## config.mk

```make
export PLATFORM = sky130hd
export DESIGN_NAME = lru_frame_replacer_top
export DESIGN_NICKNAME = d
export VERILOG_FILES = /design/src/sv/lrufr_pkg.sv /design/src/sv/lrufr_ring.sv /design/src/sv/lru_frame_replacer_top.sv
export SDC_FILE = /design/constraint.sdc
export NUM_CORES = 1
export LEC_CHECK = 0
export BUFFER_PORTS_ARGS = -buffer_cell sky130_fd_sc_hd__buf_2
export CORE_ASPECT_RATIO = 0.75
export CORE_UTILIZATION = 60
export DETAILED_ROUTE_END_ITERATION = 8
export PLACE_DENSITY_LB_ADDON = 0.12
export SETUP_SLACK_MARGIN = 0.3
export SLEW_MARGIN = 20
export SYNTH_ARGS = -nofsm -noshare
export SYNTH_HDL_FRONTEND = slang
export SYNTH_SLANG_ARGS = --single-unit
```

## constraint.sdc

```tcl
create_clock -name i_clk -period 5.2 [get_ports i_clk]
set_input_delay 0.52 -clock i_clk [delete_from_list [all_inputs] [get_ports i_clk]]
set_output_delay 0.52 -clock i_clk [all_outputs]
set_load 0.03 [all_outputs]
```

## src/sv/lrufr_pkg.sv

```systemverilog
// ----------------------------------------------------------------------------
// lrufr_pkg
// Item types, command codes and internal control types of the replacer.
// ----------------------------------------------------------------------------
package lrufr_pkg;

    localparam int FID_W = 6;
    localparam int CNT_OUT_W = 7;
    localparam int CAP_W = 7;
    localparam logic [CAP_W-1:0] CAP_RESET = 7'd64;

    localparam logic [1:0] CMD_VICTIM = 2'd0;
    localparam logic [1:0] CMD_PIN = 2'd1;
    localparam logic [1:0] CMD_UNPIN = 2'd2;

    typedef struct packed {
        logic [1:0]       command;
        logic [FID_W-1:0] frame_num;
    } t_in_item;

    typedef struct packed {
        logic                 found;
        logic [FID_W-1:0]     victim_frame;
        logic [CNT_OUT_W-1:0] tracked_count;
    } t_out_item;

    // Requests from the sequencer to the recency ring
    typedef struct packed {
        logic rd_en;
        logic wr_en;
        logic pop;
    } t_ring_op;

endpackage

```

## src/sv/lrufr_ring.sv

```systemverilog
// ----------------------------------------------------------------------------
// lrufr_ring
// Recency list held as a circular buffer in one synchronous RAM.
// Ports address by logical position (0 = least recent); pop advances head.
// ----------------------------------------------------------------------------
module lrufr_ring #(
    parameter int FRAMES = 64,
    localparam int IDX_W = $clog2(FRAMES),
    localparam int CNT_W = $clog2(FRAMES + 1)
) (
    input  logic                     i_clk,
    input  logic                     i_rst_n,
    input  lrufr_pkg::t_ring_op      i_op,
    input  logic [CNT_W-1:0]         i_rd_pos,
    input  logic [CNT_W-1:0]         i_wr_pos,
    input  logic [lrufr_pkg::FID_W-1:0] i_wr_data,
    output logic [lrufr_pkg::FID_W-1:0] o_rd_data
);

    logic [lrufr_pkg::FID_W-1:0] r_mem [FRAMES];
    logic [lrufr_pkg::FID_W-1:0] r_rd_data;
    logic [IDX_W-1:0]            r_head;
    logic [IDX_W-1:0]            n_head;
    logic [CNT_W:0]              rd_sum;
    logic [CNT_W:0]              wr_sum;
    logic [IDX_W-1:0]            rd_addr;
    logic [IDX_W-1:0]            wr_addr;

    // head + pos stays below 2*FRAMES: one conditional subtract wraps it
    assign rd_sum = (CNT_W+1)'(r_head) + (CNT_W+1)'(i_rd_pos);
    assign wr_sum = (CNT_W+1)'(r_head) + (CNT_W+1)'(i_wr_pos);
    assign rd_addr = (32'(rd_sum) >= FRAMES) ? IDX_W'(32'(rd_sum) - FRAMES) : IDX_W'(rd_sum);
    assign wr_addr = (32'(wr_sum) >= FRAMES) ? IDX_W'(32'(wr_sum) - FRAMES) : IDX_W'(wr_sum);

    always_comb begin
        n_head = r_head;
        if (i_op.pop) begin
            n_head = (32'(r_head) == FRAMES - 1) ? '0 : r_head + IDX_W'(1);
        end
    end

    always_ff @(posedge i_clk) begin
        if (!i_rst_n) begin
            r_head <= '0;
        end else begin
            r_head <= n_head;
        end
    end

    always_ff @(posedge i_clk) begin
        if (i_op.wr_en) begin
            r_mem[wr_addr] <= i_wr_data;
        end
        if (i_op.rd_en) begin
            r_rd_data <= r_mem[rd_addr];
        end
    end

    assign o_rd_data = r_rd_data;

endmodule

```

## src/sv/lru_frame_replacer_top.sv

```systemverilog
// ----------------------------------------------------------------------------
// lru_frame_replacer_top
// Least-recently-unpinned frame replacement list with victim selection.
// ----------------------------------------------------------------------------
// Usage:
//   Command items (victim / pin / unpin plus a frame number) enter on the
//   i_valid / o_ready channel; each item yields exactly one result item on
//   o_valid / i_ready: found flag, victim frame and tracked count.
//   The capacity register is written on i_cfg_valid; o_cfg_ready is always
//   high. Write it only while no item is in flight.
// Sequencer states from accept to the result, one item in flight at a time:
//   victim on an empty list, unused code, frame past the table: DONE
//   victim: POP, DONE; pin or unpin that changes nothing: CHECK, DONE
//   unpin of a new frame: CHECK, APPEND, DONE; POP first if the oldest goes
//   pin of a tracked frame: CHECK, SCAN, DONE; in SCAN the
//   list is walked one RAM read per cycle, entries behind the hit move down.
// A new item is taken the cycle after the result is loaded; no new item is
// taken before the last one is done. The result waits in an output register,
// so the next item is taken while the receiver stalls; a second result then
// waits until the first leaves.
// Reset sets the capacity back to 64 and starts a clearing pass over the
// tracked flags, one per cycle: o_ready stays low until the pass is done.
// ----------------------------------------------------------------------------
module lru_frame_replacer_top #(
    parameter int FRAMES = 64
) (
    input  logic                        i_clk,
    input  logic                        i_rst_n,
    // command channel
    input  logic                        i_valid,
    output logic                        o_ready,
    input  lrufr_pkg::t_in_item         i_item,
    // result channel
    output logic                        o_valid,
    input  logic                        i_ready,
    output lrufr_pkg::t_out_item        o_item,
    // capacity register write
    input  logic                        i_cfg_valid,
    output logic                        o_cfg_ready,
    input  logic [lrufr_pkg::CAP_W-1:0] i_cfg_data
);

    localparam int IDX_W = $clog2(FRAMES);
    localparam int CNT_W = $clog2(FRAMES + 1);

    // sequencer states
    localparam logic [2:0] ST_IDLE   = 3'd0;
    localparam logic [2:0] ST_POP    = 3'd1;  // head entry read, drop it
    localparam logic [2:0] ST_APPEND = 3'd2;  // write new frame at tail
    localparam logic [2:0] ST_SCAN   = 3'd3;  // pin: walk and compact
    localparam logic [2:0] ST_DONE   = 3'd4;  // result waits for out reg
    localparam logic [2:0] ST_CLEAR  = 3'd5;  // zero the flags after reset
    localparam logic [2:0] ST_CHECK  = 3'd6;  // tracked flag read back

    logic [2:0]                        r_state, n_state;
    logic [1:0]                        r_cmd, n_cmd;
    logic [lrufr_pkg::FID_W-1:0]       r_fid, n_fid;
    logic [CNT_W-1:0]                  r_count, n_count;
    logic [CNT_W-1:0]                  r_rd_pos, n_rd_pos;
    logic                              r_hit, n_hit;
    logic [IDX_W-1:0]                  r_clr_idx, n_clr_idx;
    logic [lrufr_pkg::CAP_W-1:0]       r_cap;
    logic                              r_found, n_found;
    logic [lrufr_pkg::FID_W-1:0]       r_victim, n_victim;
    logic                              r_out_valid, n_out_valid;
    lrufr_pkg::t_out_item              r_out, n_out;

    // tracked flags, one synchronous RAM entry per frame
    logic                              r_flag_mem [FRAMES];
    logic                              r_flag_rd;
    logic                              flag_rd_en;
    logic                              flag_we;
    logic [IDX_W-1:0]                  flag_waddr;
    logic                              flag_wdata;

    lrufr_pkg::t_ring_op               ring_op;
    logic [CNT_W-1:0]                  rd_pos;
    logic [CNT_W-1:0]                  wr_pos;
    logic [lrufr_pkg::FID_W-1:0]       wr_data;
    logic [lrufr_pkg::FID_W-1:0]       rd_data;

    logic                              in_fire;
    logic                              fid_ok;
    logic [IDX_W-1:0]                  in_idx;
    logic [IDX_W-1:0]                  fid_idx;
    logic [IDX_W-1:0]                  rd_idx;
    logic [CNT_W-1:0]                  cap_eff;
    logic                              need_drop;
    logic                              scan_last;

    assign o_ready     = (r_state == ST_IDLE);
    assign in_fire     = i_valid && o_ready;
    assign o_cfg_ready = 1'b1;

    // frame numbers past the table are ignored
    assign fid_ok  = (32'(i_item.frame_num) < FRAMES);
    assign in_idx  = IDX_W'(i_item.frame_num);
    assign fid_idx = IDX_W'(r_fid);
    assign rd_idx  = IDX_W'(rd_data);

    // capacity clamped to 1..FRAMES
    always_comb begin
        priority if (r_cap == '0) begin
            cap_eff = CNT_W'(1);
        end else if (32'(r_cap) > FRAMES) begin
            cap_eff = CNT_W'(FRAMES);
        end else begin
            cap_eff = CNT_W'(r_cap);
        end
    end

    assign need_drop = (r_count != '0) && (r_count >= cap_eff);
    assign scan_last = ((r_rd_pos + CNT_W'(1)) == r_count);

    // RAM addressing: reads walk forward in SCAN, else hit the head
    assign rd_pos  = (r_state == ST_SCAN) ? r_rd_pos + CNT_W'(1) : '0;
    assign wr_pos  = (r_state == ST_APPEND) ? r_count : r_rd_pos - CNT_W'(1);
    assign wr_data = (r_state == ST_APPEND) ? r_fid : rd_data;

    always_comb begin
        n_state     = r_state;
        n_cmd       = r_cmd;
        n_fid       = r_fid;
        n_count     = r_count;
        n_rd_pos    = r_rd_pos;
        n_hit       = r_hit;
        n_clr_idx   = r_clr_idx;
        n_found     = r_found;
        n_victim    = r_victim;
        n_out_valid = r_out_valid;
        n_out       = r_out;
        ring_op     = '0;
        flag_rd_en  = 1'b0;
        flag_we     = 1'b0;
        flag_waddr  = fid_idx;
        flag_wdata  = 1'b0;

        if (r_out_valid && i_ready) begin
            n_out_valid = 1'b0;
        end

        unique case (r_state)
            ST_CLEAR: begin
                flag_we    = 1'b1;
                flag_waddr = r_clr_idx;
                if (32'(r_clr_idx) == FRAMES - 1) begin
                    n_state = ST_IDLE;
                end else begin
                    n_clr_idx = r_clr_idx + IDX_W'(1);
                end
            end
            ST_IDLE: begin
                if (in_fire) begin
                    n_cmd    = i_item.command;
                    n_fid    = i_item.frame_num;
                    n_found  = 1'b0;
                    n_victim = '0;
                    n_rd_pos = '0;
                    n_hit    = 1'b0;
                    n_state  = ST_DONE;
                    priority if (i_item.command == lrufr_pkg::CMD_VICTIM) begin
                        if (r_count != '0) begin
                            ring_op.rd_en = 1'b1;
                            n_state       = ST_POP;
                        end
                    end else if (i_item.command == lrufr_pkg::CMD_PIN) begin
                        if (fid_ok) begin
                            flag_rd_en = 1'b1;
                            n_state    = ST_CHECK;
                        end
                    end else if (i_item.command == lrufr_pkg::CMD_UNPIN) begin
                        if (fid_ok) begin
                            flag_rd_en = 1'b1;
                            n_state    = ST_CHECK;
                        end
                    end else begin
                        n_state = ST_DONE;  // unused code: no operation
                    end
                end
            end
            ST_CHECK: begin
                // flag writes land before the next item's read: no forwarding
                n_state = ST_DONE;
                if (r_cmd == lrufr_pkg::CMD_PIN) begin
                    if (r_flag_rd) begin
                        ring_op.rd_en = 1'b1;
                        n_state       = ST_SCAN;
                    end
                end else if (!r_flag_rd) begin
                    if (need_drop) begin
                        ring_op.rd_en = 1'b1;
                        n_state       = ST_POP;
                    end else begin
                        n_state = ST_APPEND;
                    end
                end
            end
            ST_POP: begin
                ring_op.pop = 1'b1;
                flag_we     = 1'b1;
                flag_waddr  = rd_idx;
                n_count     = r_count - CNT_W'(1);
                if (r_cmd == lrufr_pkg::CMD_VICTIM) begin
                    n_found  = 1'b1;
                    n_victim = rd_data;
                    n_state  = ST_DONE;
                end else begin
                    n_state = ST_APPEND;
                end
            end
            ST_APPEND: begin
                ring_op.wr_en = 1'b1;
                flag_we       = 1'b1;
                flag_wdata    = 1'b1;
                n_count       = r_count + CNT_W'(1);
                n_state       = ST_DONE;
            end
            ST_SCAN: begin
                // rd_data holds the entry at r_rd_pos; past the hit, shift down
                ring_op.rd_en = !scan_last;
                ring_op.wr_en = r_hit;
                if (rd_data == r_fid) begin
                    n_hit = 1'b1;
                end
                if (scan_last) begin
                    flag_we = 1'b1;
                    n_count = r_count - CNT_W'(1);
                    n_state = ST_DONE;
                end else begin
                    n_rd_pos = r_rd_pos + CNT_W'(1);
                end
            end
            ST_DONE: begin
                if (!r_out_valid || i_ready) begin
                    n_out_valid         = 1'b1;
                    n_out.found         = r_found;
                    n_out.victim_frame  = r_victim;
                    n_out.tracked_count = lrufr_pkg::CNT_OUT_W'(r_count);
                    n_state             = ST_IDLE;
                end
            end
            default: begin
                n_state = ST_IDLE;
            end
        endcase
    end

    always_ff @(posedge i_clk) begin
        if (!i_rst_n) begin
            r_state     <= ST_CLEAR;
            r_clr_idx   <= '0;
            r_count     <= '0;
            r_cap       <= lrufr_pkg::CAP_RESET;
            r_out_valid <= 1'b0;
        end else begin
            r_state     <= n_state;
            r_clr_idx   <= n_clr_idx;
            r_count     <= n_count;
            r_out_valid <= n_out_valid;
            if (i_cfg_valid) begin
                r_cap <= i_cfg_data;
            end
        end
    end

    // tracked flag RAM: one write and one registered read per cycle
    always_ff @(posedge i_clk) begin
        if (flag_we) begin
            r_flag_mem[flag_waddr] <= flag_wdata;
        end
        if (flag_rd_en) begin
            r_flag_rd <= r_flag_mem[in_idx];
        end
    end

    // payload and scan working registers
    always_ff @(posedge i_clk) begin
        r_cmd    <= n_cmd;
        r_fid    <= n_fid;
        r_rd_pos <= n_rd_pos;
        r_hit    <= n_hit;
        r_found  <= n_found;
        r_victim <= n_victim;
        r_out    <= n_out;
    end

    lrufr_ring #(
        .FRAMES (FRAMES)
    ) u_ring (
        .i_clk     (i_clk),
        .i_rst_n   (i_rst_n),
        .i_op      (ring_op),
        .i_rd_pos  (rd_pos),
        .i_wr_pos  (wr_pos),
        .i_wr_data (wr_data),
        .o_rd_data (rd_data)
    );

    assign o_valid = r_out_valid;
    assign o_item  = r_out;

endmodule

```

; ---- After elaboration in Yosys (flattened, before gate mapping)
; Memories as Yosys holds them, arrays and structs flattened. A register that Yosys moved wholly into a read port is not among the register bits.
; Index checks and enable logic that the tools add are counted.
[word_totals]
inputBits = 20
mem_count = 2
ramBits = 448
register_bits = 67
elab_cells = 136
out_inout_bits = 17
[mem_list]
columns = memory, depth, word_bits, rd, rd_ports_with_merged_regs, write_ports, line
row1 = u_ring.r_mem, 64, 6, 1, 1, 1, lrufr_ring.sv:20  ; logic [lrufr_pkg::FID_W-1:0] r_mem [FRAMES];
row2 = r_flag_mem, 64, 1, 1, 1, 1, lru_frame_replacer_top.sv:69  ; logic r_flag_mem [FRAMES];
[classes]
n_mux = 61
order_cmp = 4
n_reduce_logical = 23
n_eq_ne = 20
bitwise_logic = 1
n_addsub = 10
[ops]
columns = op, n
row1 = $mux W7, 7
row2 = $mux W6, 6
row3 = $mux W3, 11
row4 = $mux W1, 25
row5 = $pmux W6 S2, 2
row6 = $pmux W3 S7, 1
row7 = $pmux W7 S3, 1
row8 = $add A6 B7 Y8, 2
row9 = $ge A8 B7 Y1 const B, 2
row10 = $add A7 B1 Y7 const B, 2
row11 = $pmux W7 S2, 1
row12 = $sub A7 B1 Y7 const B, 2
row13 = $add A6 B1 Y6 const B, 2
row14 = $eq A6 B6 Y1 const B, 2
row15 = $sub A6 B1 Y6 const B, 2
row16 = $ne A2 B2 Y1 const B, 5
row17 = $eq A3 B3 Y1 const B, 3
row18 = $reduce_and A3 Y1, 3
row19 = $pmux W1 S2, 4
row20 = $reduce_and A2 Y1, 4
row21 = $eq A7 B7 Y1, 1
row22 = $ge A7 B7 Y1, 1
row23 = $gt A7 B7 Y1 const B, 1
row24 = $logic_not A7 Y1, 1
row25 = 19 further kinds, 28

; ---- Depth between registers and ports, before layout
[logic_depth]
depth_word = 9
mapped_depth = 16
ltp_nobuf = 13

; ---- By module
; A second synthesis with hierarchy kept.
[unflattened]
hier_cells = 1337
area_unflattened_um2 = 22376.5
[modules_own_cells]
columns = module, area_each_um2, instances, cells_each, seq_area_each_um2
row1 = lrufr_ring, 16062.9, 1, 793, 11831.3
row2 = lru_frame_replacer_top, 6313.6, 1, 544, 3543.4

; ---- Worst setup path after synthesis
; No wires, ideal clock.
[synth_timing]
path_kind = reg-to-reg
startpoint = reg r_state[1]
endpoint = reg u_ring.r_rd_data, in the netlist u_ring.o_rd_data[0], read port of u_ring.r_mem, data pin
period_less_slack_ps = 3797
setup_slack_ps = 1403
setup_time_ps = 282
stages_incl_launch_ff = 15
n_path_buf = 5
required_time_ps = 4918
arrival_time_ps = 3515
path_cell_list = dfxtp_1 buf_2 nand2b_1 or2_2 clkbuf_1 inv_1 and2_1 fa_1 clkbuf_1 clkbuf_1 clkbuf_1 mux4_2 mux4_2 o22ai_1 a21oi_1
[synth_between]
elab_chain_cells = 5
word_cells_on_any_way = 11
cone_classes = add/sub (2) / order compare (1) / eq/ne (2) / mux (4) / reduce/logical (2)
[synth_rtl]
columns = item, line
row1 = start: declaration, lru_frame_replacer_top.sv:55  ; logic [2:0] r_state, n_state;
row2 = start signal: assignment, lru_frame_replacer_top.sv:256  ; r_state <= n_state;
row3 = $eq A3 B2 Y1, "lru_frame_replacer_top.sv:116, lru_frame_replacer_top.sv:142"
row4 = $mux W7, lru_frame_replacer_top.sv:116  ; assign rd_pos = (r_state == ST_SCAN) ? r_rd_pos + CNT_W'(1) : '0;
row5 = $add A6 B7 Y8, lrufr_ring.sv:30  ; assign rd_sum = (CNT_W+1)'(r_head) + (CNT_W+1)'(i_rd_pos);
row6 = $ge A8 B7 Y1 or $sub A6 B1 Y6 (tied branches), lrufr_ring.sv:32  ; assign rd_addr = (32'(rd_sum) >= FRAMES) ? IDX_W'(32'(rd_sum) - FRAMES) : IDX_W'(rd_sum);
row7 = $mux W6, lrufr_ring.sv:32
row8 = end: declaration, lrufr_ring.sv:21  ; logic [lrufr_pkg::FID_W-1:0] r_rd_data;
; Several ways; a longest one is shown, not always the timed one.
; A chain may end at the register's enable or synchronous reset.

; ---- Worst setup path after layout
[layout_timing]
startpoint = reg r_state[1]
endpoint = mem u_ring.r_mem[60][0] in the netlist's numbering (enable)
[layout_between]
elab_chain_cells = 5
word_cells_on_any_way = 10
cone_classes = add/sub (2) / order compare (1) / eq/ne (2) / mux (5)
[layout_rtl]
columns = item, line
row1 = $eq A3 B2 Y1, "lru_frame_replacer_top.sv:117, lru_frame_replacer_top.sv:142"
row2 = $mux W7, lru_frame_replacer_top.sv:117  ; assign wr_pos = (r_state == ST_APPEND) ? r_count : r_rd_pos - CNT_W'(1);
row3 = $add A6 B7 Y8, lrufr_ring.sv:31  ; assign wr_sum = (CNT_W+1)'(r_head) + (CNT_W+1)'(i_wr_pos);
row4 = $ge A8 B7 Y1 or $sub A6 B1 Y6 (tied branches), lrufr_ring.sv:33  ; assign wr_addr = (32'(wr_sum) >= FRAMES) ? IDX_W'(32'(wr_sum) - FRAMES) : IDX_W'(wr_sum);
row5 = $mux W6, lrufr_ring.sv:33
row6 = end: declaration, lrufr_ring.sv:20
; Several ways; a longest one is shown, not always the timed one.

==> flow_metrics.py <==
metrics = {
    "outcome": {
        "status": "finished, final reports clean",
    },
    "global_route": {
        "antenna_found_initial": 0,
        "grt_remaining_overflow": 0,
        "first_global_vias": 11300,
        "grt_first_pass_wirelength_mm": 71.9,
        "grt_usage_pct": 26.3,
        "grt_max_degree": 71,
    },
    "synth": {
        "ys_ff_latch": 522,
        "synthDistinctLibCells": 57,
        "syn_area_per_cell_sq_um": 17.1,
        "netlist_instances": 1291,
        "yosysWarnings": 0,
        "ys.flop_type": "edfxtp_1",
        "synth_seq_area_share_pct": 69.6,
        "async_reset_ff_share_pct": 0,
        "synth_fp_nets": 1341,
        "synth.cell_area_sq_um": 22100,
        "synth_edf_count": 492,
    },
    "sta": {
        "worst_pin_slew_ns": 0.925,
        "min_period_over_period_pct": 85.4,
        "fin_crit_ns": 4.44,
        "hold_viol_final": 0,
        "setup_viol_count_final": 0,
        "holdWs_ns": 0.143,
        "fin_skew_ns": 0.0171,
        "rsz0062_at_grt": "false",
        "relSlewSlack_pct": 38.0,
        "drv_slew": 0,
        "setup_tns_ns": 0,
        "max_freq_mhz": 225,
    },
    "power": {
        "power_density_nw_per_um2": 366,
        "leakage_nw": 8.10,
        "peakVddDrop_mv": 0.289,
    },
    "setup_path": {
        "crit_buf_inv": 0,
        "crit_family": "simple AND/OR/NAND/NOR gates",
        "cp_common_cell": "a21oi_1",
        "crit_fanout": 25,
        "slowest_delay_ns": 0.76,
        "arrival_ns": 4.65,
        "cp-start-kind": "flop",
        "crit_chain": "or3b_2 > o21a_1 > ha_1 > a21o_1 > a21oi_1 > o21bai_1 > a21oi_1 > xor2_1 > nand2_1 > nor2_1",
        "critPathSlowestCell": "or3b_2",
        "cp-end-kind": "flop",
        "crit_required_ns": 5.41,
        "worstSetupPathType": "reg -> reg",
    },
    "place": {
        "gp_congestion": 0.851,
        "portBuffers": 35,
        "hpwl_mm": 30.6,
    },
    "floorplanning": {
        "die_x_microns": 224,
        "initial_core_util_pct": 61.3,
        "die_y_microns": 168,
        "core_area_sq_um": 36000,
        "num_rows": 60,
        "io_pins": 37,
        "die_area_sq_um": 37600,
    },
    "cells_and_area": {
        "diodes": 0,
        "regArea_sq_um": 15400,
        "multi_input_area_sq_um": 6410,
        "layout.nets": 1393,
        "nFillCells": 2397,
        "drive_gt1_share_pct": 20.8,
        "areaGrowthSynthToFinish_pct": 10.3,
    },
    "detailed_routing": {
        "drt_iter0_drc": 1357,
        "via_per_inst": 6.36,
        "wire_per_inst_microns": 25.7,
        "drtAntennaViolNets": 0,
        "first_pass_iters": 5,
        "wirelength_mm": 47.3,
        "vias": 11700,
        "drc": 0,
    },
    "cts": {
        "hold_buffers": 0,
        "cts.sinks": 522,
        "path_clk_slew_ns": 0.06,
        "numCtsBuffers": 49,
        "cts-root-buf": "clkbuf_16",
        "post-cts-setup-buffer-count": 0,
        "cts.path.max_buffers": 3,
        "cts_tree": "done",
        "clock_latency_ns": 0.58,
        "h-tree-depth": 2,
        "cts_resized": 0,
    },
    "run": {
        "drv_cap": 0,
    },
    "hold_path": {
        "worstHoldPathType": "in -> reg",
    },
}
-- layout make-up --
class	count	share of cell area [%]
tap	465	2.39
sequential	522	63.1
clock inverter	23	0.801
timing repair buffer	60	1.59
multi-input combinational	689	26.3
inverter	21	0.324
clock buffer	65	5.46
-- worst paths after layout --
path,startpoint,endpoint,slack [ns],cells past startpoint
worst min-delay path,i_item[7],r_cmd[1],0.14,1
worst min register to register,r_victim[0],o_item[7],0.42,0
worst max-delay path,r_state[1],u_ring.r_mem[60][0],0.76,10
worst max register to register,r_state[1],u_ring.r_mem[60][0],0.76,10
-- state kept, by name, summed over array words and instances (netlist names), 2 cells and up --
| signal | count |
|---|---|
| fid_idx | 6 |
| o_item | 14 |
| r_cap | 7 |
| r_clr_idx | 6 |
| r_cmd | 2 |
| r_count | 7 |
| r_flag_mem | 64 |
| r_rd_pos | 7 |
| r_state | 3 |
| r_victim | 6 |
| u_ring.o_rd_data | 6 |
| u_ring.r_head | 6 |
| u_ring.r_mem | 384 |
-- stage by stage --
step / utilization [%] / power, mW / cells / setup WS [ns] / instance area, sq um
floorplan: - / 5.33 / 1291 / 1.40 / 22100
global placement: 63.4 / 5.52 / 1757 / 0.886 / 22800
detailed placement: 63.4 / 5.54 / 1757 / 0.816 / 22800
CTS: 67.6 / 8.95 / 1845 / 0.808 / 24400
global route: 67.6 / 9.17 / 1845 / 0.499 / 24400
finish: 67.6 / 8.90 / 1845 / 0.759 / 24400
-- layout by cell type, fill, tap and decap left out, drive strengths merged, types with 21 or more instances in the layout --
cell and n:
clkbuf 65, mux2i 35, nor2 155, ha 27, nor3 39, nand2 90, inv 21, dfxtp 30
edfxtp 492, xnor2 27, buf 60, mux4 134, a21oi 31
-- kinds of logic after synthesis --
group / Yosys count / share of synthesized area (%)
xor gates and xnor gates: 50 / 2.21
and+or+nand+nor: 346 / 6.84
other: 1 / 0.0170
adders and majority gates: 30 / 1.80
buffers and inverters: 80 / 1.62
AOI/OAI and AO/OA: 92 / 2.58
DFF: 522 / 69.6
muxes: 170 / 15.3
-- cells in the mapped netlist, types with 14 or more instances --
cell type,instances,area (sq um)
nor3_1,39,195
a21oi_1,31,155
clkbuf_1,34,128
inv_1,20,75.1
xnor2_1,26,228
xor2_1,20,175
nand3_1,15,75.1
mux4_2,134,3020
buf_2,14,70.1
nand2_1,86,323
ha_1,27,338
dfxtp_1,30,601
mux2i_1,35,350
nor2_1,155,582
edfxtp_1,492,14800
-- worst reg2reg max path, stage by stage (launching register included) --
cell	delay (ns)
dfxtp_1	0.50
or3b_2	0.76
o21a_1	0.29
ha_1	0.26
a21o_1	0.18
a21oi_1	0.31
o21bai_1	0.11
a21oi_1	0.32
xor2_1	0.41
nand2_1	0.38
nor2_1	0.57
-- power by group --
part | internal (mW) | leakage (nW) | switching, mW
Sequential | 4.59 | 4.81 | 0.0464
Combinational | 0.343 | 2.55 | 0.475
Clock | 1.94 | 0.743 | 1.51
Total | 6.88 | 8.10 | 2.03
-- metal layers --
| metal | up-vias | global-route usage [%] | share of wire, % | routed length (microns) |
|---|---|---|---|---|
| li1 | 5154 | - | - | - |
| met1 | 5966 | 42.6 | 46 | 22000 |
| met2 | 536 | 36.1 | 42 | 20000 |
| met3 | 72 | 6.34 | 9.3 | 4400 |
| met4 | 2 | 5.81 | 1.7 | 828 |
| met5 | - | 1.55 | 0.16 | 77 |
No activity file was read; power rests on OpenSTA's default activity.
